## src/assert_macros.svh

```systemverilog
// Assertion macros used by the alternating-bit sender.
`ifndef ASSERT_MACROS_SVH
`define ASSERT_MACROS_SVH

// Clocked assertion, disabled while reset is low.
`define ABS_ASSERT(lbl, clk, rst_n, prop, msg) \
    lbl: assert property (@(posedge clk) disable iff (!rst_n) prop) else $error(msg);

// Clocked assertion, checked in and out of reset.
`define ABS_ASSERT_ALWAYS(lbl, clk, prop, msg) \
    lbl: assert property (@(posedge clk) prop) else $error(msg);

`endif

```

## src/abs_pkg.sv

```systemverilog
// Package: word types, event codes and checksum constants of the sender.
package abs_pkg;

    localparam int MAX_BYTES         = 20;
    localparam int LANE_BYTES        = 4;
    localparam int NUM_LANES         = MAX_BYTES / LANE_BYTES;
    localparam int LANE_SUM_W        = 10;
    localparam int PAYLOAD_W         = MAX_BYTES * 8;
    localparam int DEF_PAYLOAD_BYTES = 20;
    localparam int TIMER_W           = 16;
    localparam logic [TIMER_W-1:0] TIMEOUT_RST = 16'd15;

    typedef enum logic [1:0] {
        OP_MSG  = 2'd0,
        OP_ACK  = 2'd1,
        OP_TICK = 2'd2
    } t_op;

    typedef struct packed {
        logic [1:0]         operation;
        logic [63:0]        payload_lo;
        logic [63:0]        payload_mid;
        logic [31:0]        payload_hi;
        logic signed [31:0] in_seq;
        logic signed [31:0] in_ack;
        logic signed [31:0] in_checksum;
    } t_in_word;

    typedef struct packed {
        logic               send_valid;
        logic               out_seq;
        logic               out_ack;
        logic signed [31:0] out_checksum;
        logic [63:0]        out_payload_lo;
        logic [63:0]        out_payload_mid;
        logic [31:0]        out_payload_hi;
        logic               refused;
        logic               corrupt_ack;
        logic               awaiting;
    } t_out_word;

    typedef logic [NUM_LANES-1:0][LANE_SUM_W-1:0] t_lane_sums;

    function automatic logic [PAYLOAD_W-1:0] payload_mask(input int n_bytes);
        logic [PAYLOAD_W-1:0] m;
        m = '0;
        for (int i = 0; i < MAX_BYTES; i++) begin
            if (i < n_bytes) begin
                m[i*8 +: 8] = 8'hFF;
            end
        end
        return m;
    endfunction

endpackage

```

## src/abs_lane.sv

```systemverilog
// Checksum lane: adds the bytes of one slice of the payload.
module abs_lane
    import abs_pkg::*;
(
    input  logic [LANE_BYTES*8-1:0] i_bytes,
    output logic [LANE_SUM_W-1:0]   o_sum
);

    always_comb begin
        o_sum = '0;
        for (int i = 0; i < LANE_BYTES; i++) begin
            o_sum = o_sum + LANE_SUM_W'(i_bytes[i*8 +: 8]);
        end
    end

endmodule

```

## src/abs_merge.sv

```systemverilog
// Checksum merge: adds the lane sums to the header base, wrapping at 32 bits.
module abs_merge
    import abs_pkg::*;
(
    input  t_lane_sums  i_lane_sums,
    input  logic [31:0] i_base,
    output logic [31:0] o_sum
);

    always_comb begin
        o_sum = i_base;
        for (int i = 0; i < NUM_LANES; i++) begin
            o_sum = o_sum + 32'(i_lane_sums[i]);
        end
    end

endmodule

```

## src/alternating_bit_sender.sv

```systemverilog
// Alternating-bit sender: event handling, frame store, timer and output register.
//
// Input channel (i_in_valid / o_in_ready, i_in_word): one event per word,
// a message to frame, an arriving acknowledgement packet, or a timer tick.
// Output channel (o_out_valid / i_out_ready, o_out_word): exactly one
// result word per event: the frame sent (if any) and the refused,
// corrupt_ack and awaiting flags.
// Config: i_cfg_we writes i_cfg_wdata into the retransmit timeout.
// Throughput: one event per cycle while i_out_ready is high. o_out_valid rises in the
// cycle after acceptance. The payload checksum is formed by parallel byte lanes and a
// merge adder in the accepting cycle; the state update follows in the same cycle.
// A stalled output holds its word; a new event is still taken in the cycle
// the pending word leaves, so no bubble appears while i_out_ready is high.
// Reset: sequence bit 0, idle, timer stopped, timeout 15, output empty.
// The saved frame has no reset; it is only read after a message is framed.
module alternating_bit_sender
    import abs_pkg::*;
#(
    parameter int PAYLOAD_BYTES = DEF_PAYLOAD_BYTES
) (
    input  logic        i_clk,
    input  logic        i_rst_n,
    input  logic        i_in_valid,
    output logic        o_in_ready,
    input  t_in_word    i_in_word,
    output logic        o_out_valid,
    input  logic        i_out_ready,
    output t_out_word   o_out_word,
    input  logic        i_cfg_we,
    input  logic [15:0] i_cfg_wdata
);

    `include "assert_macros.svh"

    localparam logic [PAYLOAD_W-1:0] MASK = payload_mask(PAYLOAD_BYTES);

    logic [TIMER_W-1:0]   r_timeout;
    logic                 r_seq, n_seq;
    logic                 r_waiting, n_waiting;
    logic [PAYLOAD_W-1:0] r_saved_payload, n_saved_payload;
    logic [31:0]          r_saved_chk, n_saved_chk;
    logic                 r_saved_seq, n_saved_seq;
    logic [TIMER_W-1:0]   r_timer_left, n_timer_left;
    logic                 r_timer_running, n_timer_running;
    logic                 r_out_valid;
    t_out_word            r_out_word, n_out_word;

    logic [PAYLOAD_W-1:0] payload;
    logic [31:0]          base;
    logic [31:0]          chk_sum;
    t_lane_sums           lane_sums;
    logic                 in_fire;
    t_op                  op;

    assign payload    = {i_in_word.payload_hi, i_in_word.payload_mid,
                         i_in_word.payload_lo} & MASK;
    assign op         = t_op'(i_in_word.operation);
    assign o_in_ready = !r_out_valid || i_out_ready;
    assign in_fire    = i_in_valid && o_in_ready;
    assign o_out_valid = r_out_valid;
    assign o_out_word  = r_out_word;

    always_comb begin
        if (op == OP_ACK) begin
            base = $unsigned(i_in_word.in_seq) + $unsigned(i_in_word.in_ack);
        end else begin
            base = {31'b0, r_seq};
        end
    end

    for (genvar g = 0; g < NUM_LANES; g++) begin : g_lane
        abs_lane u_lane (
            .i_bytes (payload[g*LANE_BYTES*8 +: LANE_BYTES*8]),
            .o_sum   (lane_sums[g])
        );
    end

    abs_merge u_merge (
        .i_lane_sums (lane_sums),
        .i_base      (base),
        .o_sum       (chk_sum)
    );

    always_comb begin
        n_seq           = r_seq;
        n_waiting       = r_waiting;
        n_saved_payload = r_saved_payload;
        n_saved_chk     = r_saved_chk;
        n_saved_seq     = r_saved_seq;
        n_timer_left    = r_timer_left;
        n_timer_running = r_timer_running;
        n_out_word      = '0;
        unique case (op)
            OP_MSG: begin
                if (r_waiting) begin
                    n_out_word.refused = 1'b1;
                end else begin
                    n_saved_payload = payload;
                    n_saved_seq     = r_seq;
                    n_saved_chk     = chk_sum;
                    n_timer_left    = r_timeout;
                    n_timer_running = 1'b1;
                    n_waiting       = 1'b1;
                    n_out_word.send_valid      = 1'b1;
                    n_out_word.out_seq         = r_seq;
                    n_out_word.out_checksum    = $signed(chk_sum);
                    n_out_word.out_payload_lo  = payload[63:0];
                    n_out_word.out_payload_mid = payload[127:64];
                    n_out_word.out_payload_hi  = payload[159:128];
                end
            end
            OP_ACK: begin
                if ($unsigned(i_in_word.in_checksum) != chk_sum) begin
                    n_out_word.corrupt_ack = 1'b1;
                end else if (r_waiting &&
                             $unsigned(i_in_word.in_ack) == {31'b0, r_seq}) begin
                    n_timer_running = 1'b0;
                    n_timer_left    = '0;
                    n_seq           = ~r_seq;
                    n_waiting       = 1'b0;
                end
            end
            OP_TICK: begin
                if (r_timer_running) begin
                    if (r_timer_left <= TIMER_W'(1)) begin
                        n_timer_left = r_timeout;
                        n_out_word.send_valid      = 1'b1;
                        n_out_word.out_seq         = r_saved_seq;
                        n_out_word.out_checksum    = $signed(r_saved_chk);
                        n_out_word.out_payload_lo  = r_saved_payload[63:0];
                        n_out_word.out_payload_mid = r_saved_payload[127:64];
                        n_out_word.out_payload_hi  = r_saved_payload[159:128];
                    end else begin
                        n_timer_left = r_timer_left - TIMER_W'(1);
                    end
                end
            end
            default: begin
            end
        endcase
        n_out_word.awaiting = n_waiting;
    end

    always_ff @(posedge i_clk) begin
        if (!i_rst_n) begin
            r_timeout       <= TIMEOUT_RST;
            r_seq           <= 1'b0;
            r_waiting       <= 1'b0;
            r_timer_left    <= '0;
            r_timer_running <= 1'b0;
            r_out_valid     <= 1'b0;
        end else begin
            if (i_cfg_we) begin
                r_timeout <= i_cfg_wdata;
            end
            if (in_fire) begin
                r_seq           <= n_seq;
                r_waiting       <= n_waiting;
                r_timer_left    <= n_timer_left;
                r_timer_running <= n_timer_running;
                r_out_valid     <= 1'b1;
            end else if (i_out_ready) begin
                r_out_valid <= 1'b0;
            end
        end
    end

    always_ff @(posedge i_clk) begin
        if (in_fire) begin
            r_saved_payload <= n_saved_payload;
            r_saved_chk     <= n_saved_chk;
            r_saved_seq     <= n_saved_seq;
            r_out_word      <= n_out_word;
        end
    end

    `ABS_ASSERT(a_timer_needs_wait, i_clk, i_rst_n,
        r_timer_running |-> r_waiting, "timer running while idle")
    `ABS_ASSERT(a_msg_starts_wait, i_clk, i_rst_n,
        (in_fire && op == OP_MSG && !r_waiting) |=> (r_waiting && r_timer_running),
        "framed message did not start waiting")
    `ABS_ASSERT(a_flags_exclusive, i_clk, i_rst_n,
        r_out_valid |-> !(r_out_word.send_valid &&
                          (r_out_word.refused || r_out_word.corrupt_ack)),
        "frame sent together with refused or corrupt flag")

endmodule

```

## config.mk

```make
export PLATFORM = sky130hd
export DESIGN_NAME = alternating_bit_sender
export DESIGN_NICKNAME = d
export VERILOG_FILES = /design/src/abs_pkg.sv /design/src/abs_lane.sv /design/src/abs_merge.sv /design/src/alternating_bit_sender.sv
export VERILOG_INCLUDE_DIRS = /design/src /design/src/src
export SDC_FILE = /design/constraint.sdc
export NUM_CORES = 1
export LEC_CHECK = 0
export BUFFER_PORTS_ARGS = -buffer_cell sky130_fd_sc_hd__clkbuf_2
export CAP_MARGIN = 20
export CORE_MARGIN = 8
export CORE_UTILIZATION = 41
export CTS_CLUSTER_DIAMETER = 200
export DETAILED_ROUTE_END_ITERATION = 6
export GPL_TIMING_DRIVEN = 0
export SLEW_MARGIN = 40
export SYNTH_ARGS = -nofsm -noshare
export SYNTH_HDL_FRONTEND = slang
export SYNTH_SLANG_ARGS = --single-unit
```

## constraint.sdc

```tcl
create_clock -name i_clk -period 12 [get_ports i_clk]
set_input_delay 1.2 -clock i_clk [delete_from_list [all_inputs] [get_ports i_clk]]
set_output_delay 1.2 -clock i_clk [all_outputs]
set_load 0.02 [all_outputs]
```

Word level (Yosys, flattened, before mapping). Cells that the tools add are included.

Bits in registers: 426. Input port bits: 279. Output and inout bits: 200.

Add/sub/neg operators: 22. $lt $le $gt $ge: 1. Eq/ne operators: 8. Mux-type cells: 26. Bitwise logic cells: 3. Reductions and logical operators: 12.

Operators with widths (number): two-way mux 192 bit (3); one-hot mux 192 bit (2 select lines) (1); adder 32 x 10 -> 32 bit (5); adder 10 x 8 -> 10 bit (10); two-way mux 16 bit (5); one-hot mux 16 bit (3 select lines) (1); adder 8 x 8 -> 9 bit (5); adder 32 bit (1); equality test 32 x 1 -> 1 bit (1); two-way mux 32 bit (1); inequality test 32 bit (1); less-or-equal comparator 16 x 1 -> 1 bit (second input constant) (1); subtractor 16 x 1 -> 16 bit (second input constant) (1); two-way mux 1 bit (9); two-way mux 2 bit (3); inequality test 2 bit (second input constant) (3); AND reduction 6 bit (1); AND reduction 5 bit (1); one-hot mux 1 bit (2 select lines) (2); one-hot mux 2 bit (2 select lines) (1); AND reduction 4 bit (1); nonzero test 2 bit (2); inverter 1 bit (3); AND reduction 3 bit (1); 8 further kinds (9).

Depth between registers and ports, before layout. Gate-level depths: netlist of run 1.

Depth in word-level cells: 11. Mapped depth: 39.

By module. Synthesis of run 1 repeated with hierarchy kept, for this count alone.

Cell total of the unflattened synthesis: 1916. Area, all modules: 23797.8 um^2.

Modules (own cells, without submodules): alternating_bit_sender (instances 1, cells an instance 1190, area an instance 17854.6 um^2, seq. area each 12431.9 um^2); abs_merge (instances 1, cells an instance 254, area an instance 2082.0 um^2, seq. area each 0.0 um^2); abs_lane at g_lane[2].u_lane ... (instances 2, cells an instance 96, area an instance 779.5 um^2, seq. area each 0.0 um^2); abs_lane at g_lane[1].u_lane ... (instances 2, cells an instance 92, area an instance 760.7 um^2, seq. area each 0.0 um^2); abs_lane at g_lane[0].u_lane (instances 1, cells an instance 96, area an instance 780.7 um^2, seq. area each 0.0 um^2).

Least setup slack after synthesis of run 1. Ideal clock, no wire load.

Kind: input to register. From: input i_in_word[256] (netlist name). To: register r_saved_chk[0] (enable). Library setup time: 750 ps. Data arrival time: 9769 ps. Required time: 11250 ps. Slack: 1481 ps. Stages on the path: 5. Path buffers: 1. Path through: inv_1 ha_1 nand2b_1 clkbuf_1 nor2_1.

Cells in the longest elaborated chain, start to end: 2.

Ends and longest elaborated chain: start: declaration (RTL line alternating_bit_sender.sv:25) `input t_in_word i_in_word,`; zero test 2 bit (RTL line alternating_bit_sender.sv:93) `unique case (op)`; AND reduction 3 bit (no source line); end signal: assignment (RTL line alternating_bit_sender.sv:171) `r_saved_chk <= n_saved_chk;`; end: declaration (RTL line alternating_bit_sender.sv:41) `logic [31:0] r_saved_chk, n_saved_chk;`.

No other way between the ends. A chain may end at the register's enable or synchronous reset.

Worst setup path after layout of run 1.
From: input i_in_word[136] (netlist name). To: register r_seq.

Cells in the longest elaborated chain, start to end: 9.

Ends and longest elaborated chain: adder 8 x 8 -> 9 bit (RTL line abs_lane.sv:12) `o_sum = o_sum + LANE_SUM_W'(i_bytes[i*8 +: 8]);`; adder 10 x 8 -> 10 bit (2 in a row) (RTL line abs_lane.sv:12); adder 32 x 10 -> 32 bit (3 in a row) (RTL line abs_merge.sv:13) `o_sum = o_sum + 32'(i_lane_sums[i]);`; inequality test 32 bit (RTL line alternating_bit_sender.sv:113) `if ($unsigned(i_in_word.in_checksum) != chk_sum) begin`; inverter 1 bit (no source line); AND reduction 4 bit (no source line); end signal: assignment (RTL line alternating_bit_sender.sv:157) `r_seq <= n_seq;`; end: declaration (RTL line alternating_bit_sender.sv:38) `logic r_seq, n_seq;`.

No other way between the ends.

==> impl_metrics.ini, run 1 <==
[outcome]
status = finished, final reports clean

[clock_network]
cts_tree = done
cts_resized = 0
postCtsHoldBufs = 0
clock_latency_ns = 0.57
root_buffer = clkbuf_16
post_cts_buffers = 0
cts_num_sinks = 426
cts-buffers-inserted = 46
h-tree-depth = 2
cts.clk_slew.worst_paths_ns = 0.06
clock_path_buffers = 3

[synthesis]
yosysUniqueCellTypes = 88
synthSimpleGateAreaFrac_pct = 8.93
netlist_area_sq_um = 24600
ys_seq_elements = 426
synth_compound_area_share_pct = 13.7
synth_fa_ha_area_share_pct = 14.1
syn-num-nets = 2650
synthMuxAreaShare_pct = 1.49
yosys_most_used_dff = edfxtp_1
synth_top_family_by_area = adder cells
netlist_instances = 2149
synth_edf_count = 390
async_reset_ff_share_pct = 0
synthXorXnorAreaFrac_pct = 5.33
synth_warnings = 0
yosysSeqAreaShare_pct = 50.6
syn_area_per_cell_sq_um = 11.4

[power_and_ir_drop]
irDropWorstVdd_mv = 0.777
combPwrFrac_pct = 62.6
power_switching_w = 0.00425
p_leak_nw = 12.9
clkPwrFrac_pct = 15.5
seqPwrFrac_pct = 21.9
p_per_area_nw_per_um2 = 320
intPower_w = 0.00530
p_sw_share_pct = 44.5

[detailed_routing]
route.detailed.drc = 0
drtIter0Drc = 979
vias_per_cell = 5.20
drt-total-wl_microns = 75900
first_pass_iters = 5
ant_nets = 0
wl_per_cell_microns = 21.7
vias = 18183

[setup_path]
crit_path_end_kind = register
crit_type = input pin to register
ff2ff_setup_slack_ns = 4.99
r2r_cells = 23
crit_path_max_fanout = 8
required_ns = 12.49
crit_arrival_ns = 10.50
timing.rr.end = r_timer_left[4]
cp_common_cell = inv_1
crit_end = r_seq
cp-start-kind = input pin
cpPeakStageDelay_ns = 0.57
startpoint = i_in_word[136]
crit_slowest_cell = nor4_1
rr_startpoint = r_seq

[sta]
final_max_slew_viol_count = 0
finalSetupTns_ns = 0
min_period_ns = 10.01
hold_viol_final = 0
fmax_ghz = 0.0999
worstMarginPinSlew_ns = 0.849
slew_headroom_pct = 43.1
post-route-period-util_pct = 83.4
setup_violations = 0
hold_slack_ns = 0.492
rsz0062_at_grt = no
clock_skew_ns = 0.0132

[final_layout]
regArea_sq_um = 12400
fin_cells = 3496
nets = 3188
design_area_sq_um = 29800
syn2layout_area_growth_pct = 21.5
fill_cells = 5345
drive_above_1_share_pct = 22.3
multi_input_area_sq_um = 10700

[die]
coreArea_sq_um = 59100
initial_core_util_pct = 41.5
row_count = 89
die_w_microns = 261
die_area_sq_um = 68000
ios = 479
die_y_microns = 261

[global_route]
grt_max_degree = 77
grt_pass1_wl_microns = 111000
first_global_vias = 18526
overflow = 0
grtUsageTotal_pct = 21.5
antenna_found_initial = 7

[placement]
dp_hpwl_microns = 61400
place_area_sq_um = 28200
dp.cells = 3411
port_buffers = 475
gp_congestion = 0.876

[flow_run]
cap_violations = 0

[worst_hold_path]
min_path_type = register to register
-- placed cells by master, fill, tap and decap left out, types with 7 or more instances in the layout --
master	instances
a211oi_1	12
a21o_1	30
a21oi_1	104
a22o_1	102
and2_1	9
buf_16	9
bufinv_16	8
clkbuf_1	67
clkbuf_16	47
clkbuf_2	479
clkinv_1	7
clkinv_2	12
dfxtp_1	36
edfxtp_1	390
fa_1	91
ha_1	131
inv_1	294
mux2i_1	32
nand2_1	196
nand2b_1	15
nand3_1	27
nand4_1	21
nor2_1	61
nor2b_1	20
nor3_1	29
nor4_1	22
o211ai_1	17
o21ai_0	153
o21bai_1	26
xnor2_1	90
xor2_1	47
-- metrics by stage --
step	utilization [%]	setup WS [ns]	power, W
final	50.4	1.99	0.00955
after global routing	50.4	1.41	0.0104
after CTS	50.4	1.96	0.00963
after detailed placement	47.8	1.42	0.00812
after global placement	47.2	-3.88	0.00793
after floorplan	-	1.48	0.00657
-- layer usage --
layer	part of all wire (%)	global-route usage (%)	vias up
met1	41	27.0	8780
met4	2.3	5.53	10
met5	0.080	0	-
li1	-	-	8729
met2	50	37.8	571
met3	6.5	4.14	93
-- cells by family after synthesis --
logic type	count (synthesis)
compound gates	507
xor+xnor	142
fa+ha+maj	222
buf+inv	370
flops	426
mux	36
other cells	1
simple gates	445
-- power groups by stage --
| stage | sequential, W | clock (W) | combinational [W] |
|---|---|---|---|
| after floorplan | 0.00220 | 0 | 0.00437 |
| after detailed placement | 0.00212 | 0 | 0.00599 |
| after CTS | 0.00209 | 0.00151 | 0.00602 |
| after global routing | 0.00210 | 0.00156 | 0.00675 |
| final | 0.00209 | 0.00148 | 0.00598 |
| after global placement | 0.00214 | 0 | 0.00578 |
-- Yosys cell counts, types with 27 or more instances --
master	count	share of area, %
edfxtp_1	390	48
inv_1	295	4.5
nand2_1	196	3.0
o21ai_0	153	3.1
ha_1	131	6.7
a21oi_1	104	2.1
a22o_1	102	3.6
fa_1	91	7.4
xnor2_1	90	3.2
clkbuf_1	65	0.99
nor2_1	62	0.95
xor2_1	47	1.7
dfxtp_1	36	2.9
mux2i_1	32	1.3
a21o_1	30	0.92
nor3_1	29	0.59
nand3_1	27	0.55
-- worst min path at each step --
stage,start,end,slack (ns),cells past startpoint
after detailed placement,r_timeout[3],r_timeout[3],0.48,2
after global placement,r_timer_left[10],r_timer_left[10],0.48,2
after floorplan,r_timeout[1],r_timeout[1],0.44,2
after global routing,r_timeout[1],r_timeout[1],0.51,2
final,r_timeout[3],r_timeout[3],0.49,2
after CTS,r_timeout[3],r_timeout[3],0.49,2
-- critical path, delay by kind of cell --
family,cells,cell delay [ns]
xor+xnor,3,0.74
mux,1,0.21
compound gates,11,2.09
simple gates,7,2.39
fa+ha+maj,8,3.36
buf+inv,7,0.47
-- sequential cells by signal, summed over array words and instances (netlist names) --
register,flops
r_timer_left,16
r_waiting,1
r_saved_chk,32
o_out_word,197
r_saved_payload,160
r_saved_seq,1
o_out_valid,1
r_seq,1
r_timer_running,1
r_timeout,16
-- area by class of cell --
cell class	count	area share [%]
Antenna cell	2	0.0168
Clock inverter	30	1.18
Sequential cell	426	41.7
Tap cell	773	3.24
Multi-Input combinational cell	1353	36.0
Clock buffer	52	4.01
Buffer	75	1.04
Timing Repair Buffer	490	9.09
Inverter	295	3.74
No activity file was read; power rests on OpenSTA's default activity.
==> run 2: changes to the inputs <==
==> constraint.sdc (replaced) <==
create_clock -name i_clk -period 10.3 [get_ports i_clk]
set_input_delay 1.03 -clock i_clk [delete_from_list [all_inputs] [get_ports i_clk]]
set_output_delay 1.03 -clock i_clk [all_outputs]
set_load 0.02 [all_outputs]
==> impl_metrics.ini, run 2 (synthesized netlist as in run 1, its figures left out) <==
[clock_network]
cts_tree = done
cts-buffers-inserted = 48
clock_latency_ns = 0.57
cts.clk_slew.worst_paths_ns = 0.06
clock_path_buffers = 3
h-tree-depth = 2
post_cts_buffers = 0
root_buffer = clkbuf_16
cts_num_sinks = 426

[sta]
clock_skew_ns = 0.0166
slew_headroom_pct = 44.8
worstMarginPinSlew_ns = 0.828
fmax_ghz = 0.103
post-route-period-util_pct = 94.3
hold_slack_ns = 0.492
min_period_ns = 9.71
hold_viol_final = 0
setup_violations = 0
final_max_slew_viol_count = 0
rsz0062_at_grt = no
finalSetupTns_ns = 0

[final_layout]
fin_cells = 3508
most-common-layout-cells = clkbuf_2, edfxtp_1, inv_1
finish.utilization_pct = 50.6
largest_reg_flops = 197
syn2layout_area_growth_pct = 21.9
nets = 3189
drive_above_1_share_pct = 22.3
final_common_cell = clkbuf_2

[setup_path]
r2r_cells = 23
crit_type = input pin to register
ff2ff_setup_slack_ns = 3.48
crit_buf_inv = 7
crit_family = adder cells
timing.rr.end = r_timer_left[4]
required_ns = 10.80
crit_path_end_kind = register
crit_path_max_fanout = 8
crit_slowest_cell = fa_1
cp-start-kind = input pin
crit_arrival_ns = 10.21
rr_startpoint = r_seq
cp_common_cell = inv_1
startpoint = i_in_word[136]
cpPeakStageDelay_ns = 0.55

[die]
row_count = 89
die_w_microns = 261
ios = 479
initial_core_util_pct = 41.5
die_y_microns = 261
die_area_sq_um = 68000
coreArea_sq_um = 59100

[placement]
gp_congestion = 0.883
dp_hpwl_microns = 61400
dp.cells = 3411
port_buffers = 475

[worst_hold_path]
min_from = r_timeout[3]
holdPathEnd = r_timeout[3]
min_path_type = register to register
worstHoldPathCells = 2

[detailed_routing]
first_pass_iters = 5
drtIter0Drc = 1033
vias = 18245
wl_per_cell_microns = 21.6
vias_per_cell = 5.20
ant_nets = 0
drt-total-wl_microns = 75900
route.detailed.drc = 0

[global_route]
antenna_found_initial = 6
overflow = 0
grt_pass1_wl_microns = 113000
grt_max_degree = 78
first_global_vias = 18696
grtUsageTotal_pct = 21.7

[power_and_ir_drop]
p_leak_nw = 12.9
p_per_area_nw_per_um2 = 372
irDropWorstVdd_mv = 0.979

[flow_run]
cap_violations = 0

[outcome]
status = finished, final reports clean
==> run 2: cell types whose count changed in the layout (fill, tap and decap cells not counted), sizes merged <==
cell	change
clkbuf	+3
clkinv	+3
buf	-1
bufinv	-1
diode	+5
inv	+3
==> run 2: layout make-up <==
| cell class | instances | area (sq um) |
|---|---|---|
| Fill cell | 5321 | 29200 |
| Inverter | 295 | 1110 |
| Tap cell | 773 | 967 |
| Multi-Input combinational cell | 1353 | 10700 |
| Clock inverter | 35 | 369 |
| Sequential cell | 426 | 12400 |
| Antenna cell | 7 | 17.5 |
| Buffer | 75 | 312 |
| Clock buffer | 55 | 1250 |
| Timing Repair Buffer | 489 | 2730 |
==> run 2: worst max path at each step <==
stage	cells after the start	endpoint	slack, ns
finish	37	r_seq	0.59
global placement	6	r_saved_payload[74]	-0.58
CTS	38	r_timer_left[4]	0.42
detailed placement	38	r_timer_left[4]	-0.11
floorplan	35	r_seq	1.31
global route	37	r_seq	0.003
==> run 2: through the flow <==
stage	power, W	worst slack [ns]	instance area, sq um
after global placement	0.00922	-0.577	27900
after global routing	0.0122	0.00251	29900
final	0.0111	0.587	29900
after detailed placement	0.00941	-0.110	28300
after floorplan	0.00765	1.31	24600
after CTS	0.0112	0.422	29900
==> run 2: worst reg2reg max path: stages (launching register included) <==
cell and delay [ns]:
dfxtp_1 0.45, mux2_2 0.39, fa_1 0.43, fa_1 0.51
inv_1 0.05, fa_1 0.35, inv_1 0.06, ha_1 0.20
fa_1 0.24, a211oi_1 0.08, nor2_1 0.33, a21o_1 0.24
a311o_1 0.20, nand3_1 0.21, nor4_4 0.46, nand2_1 0.10
nor4_1 0.56, mux2i_1 0.29, o221ai_2 0.13, or4_4 0.56
o21ai_4 0.38, nand2_4 0.14, buf_6 0.20, mux2i_1 0.13
==> run 2: repair_timing <==
action,CTS,global route
resized for setup,0,1
endpoints found under the setup margin,0,11
endpoints found under the hold margin,0,0
hold buffers,0,0
==> run 2: layer usage <==
layer	track usage [%]	wire (microns)
met5	0	45
met1	27.9	32000
met4	4.56	1370
met2	37.9	37900
met3	4.10	4610
==> run 2: power by group <==
group	total, W	internal (W)	switching, W
Clock	0.00176	0.00105	0.000710
Combinational	0.00693	0.00274	0.00419
Sequential	0.00244	0.00239	0.0000492
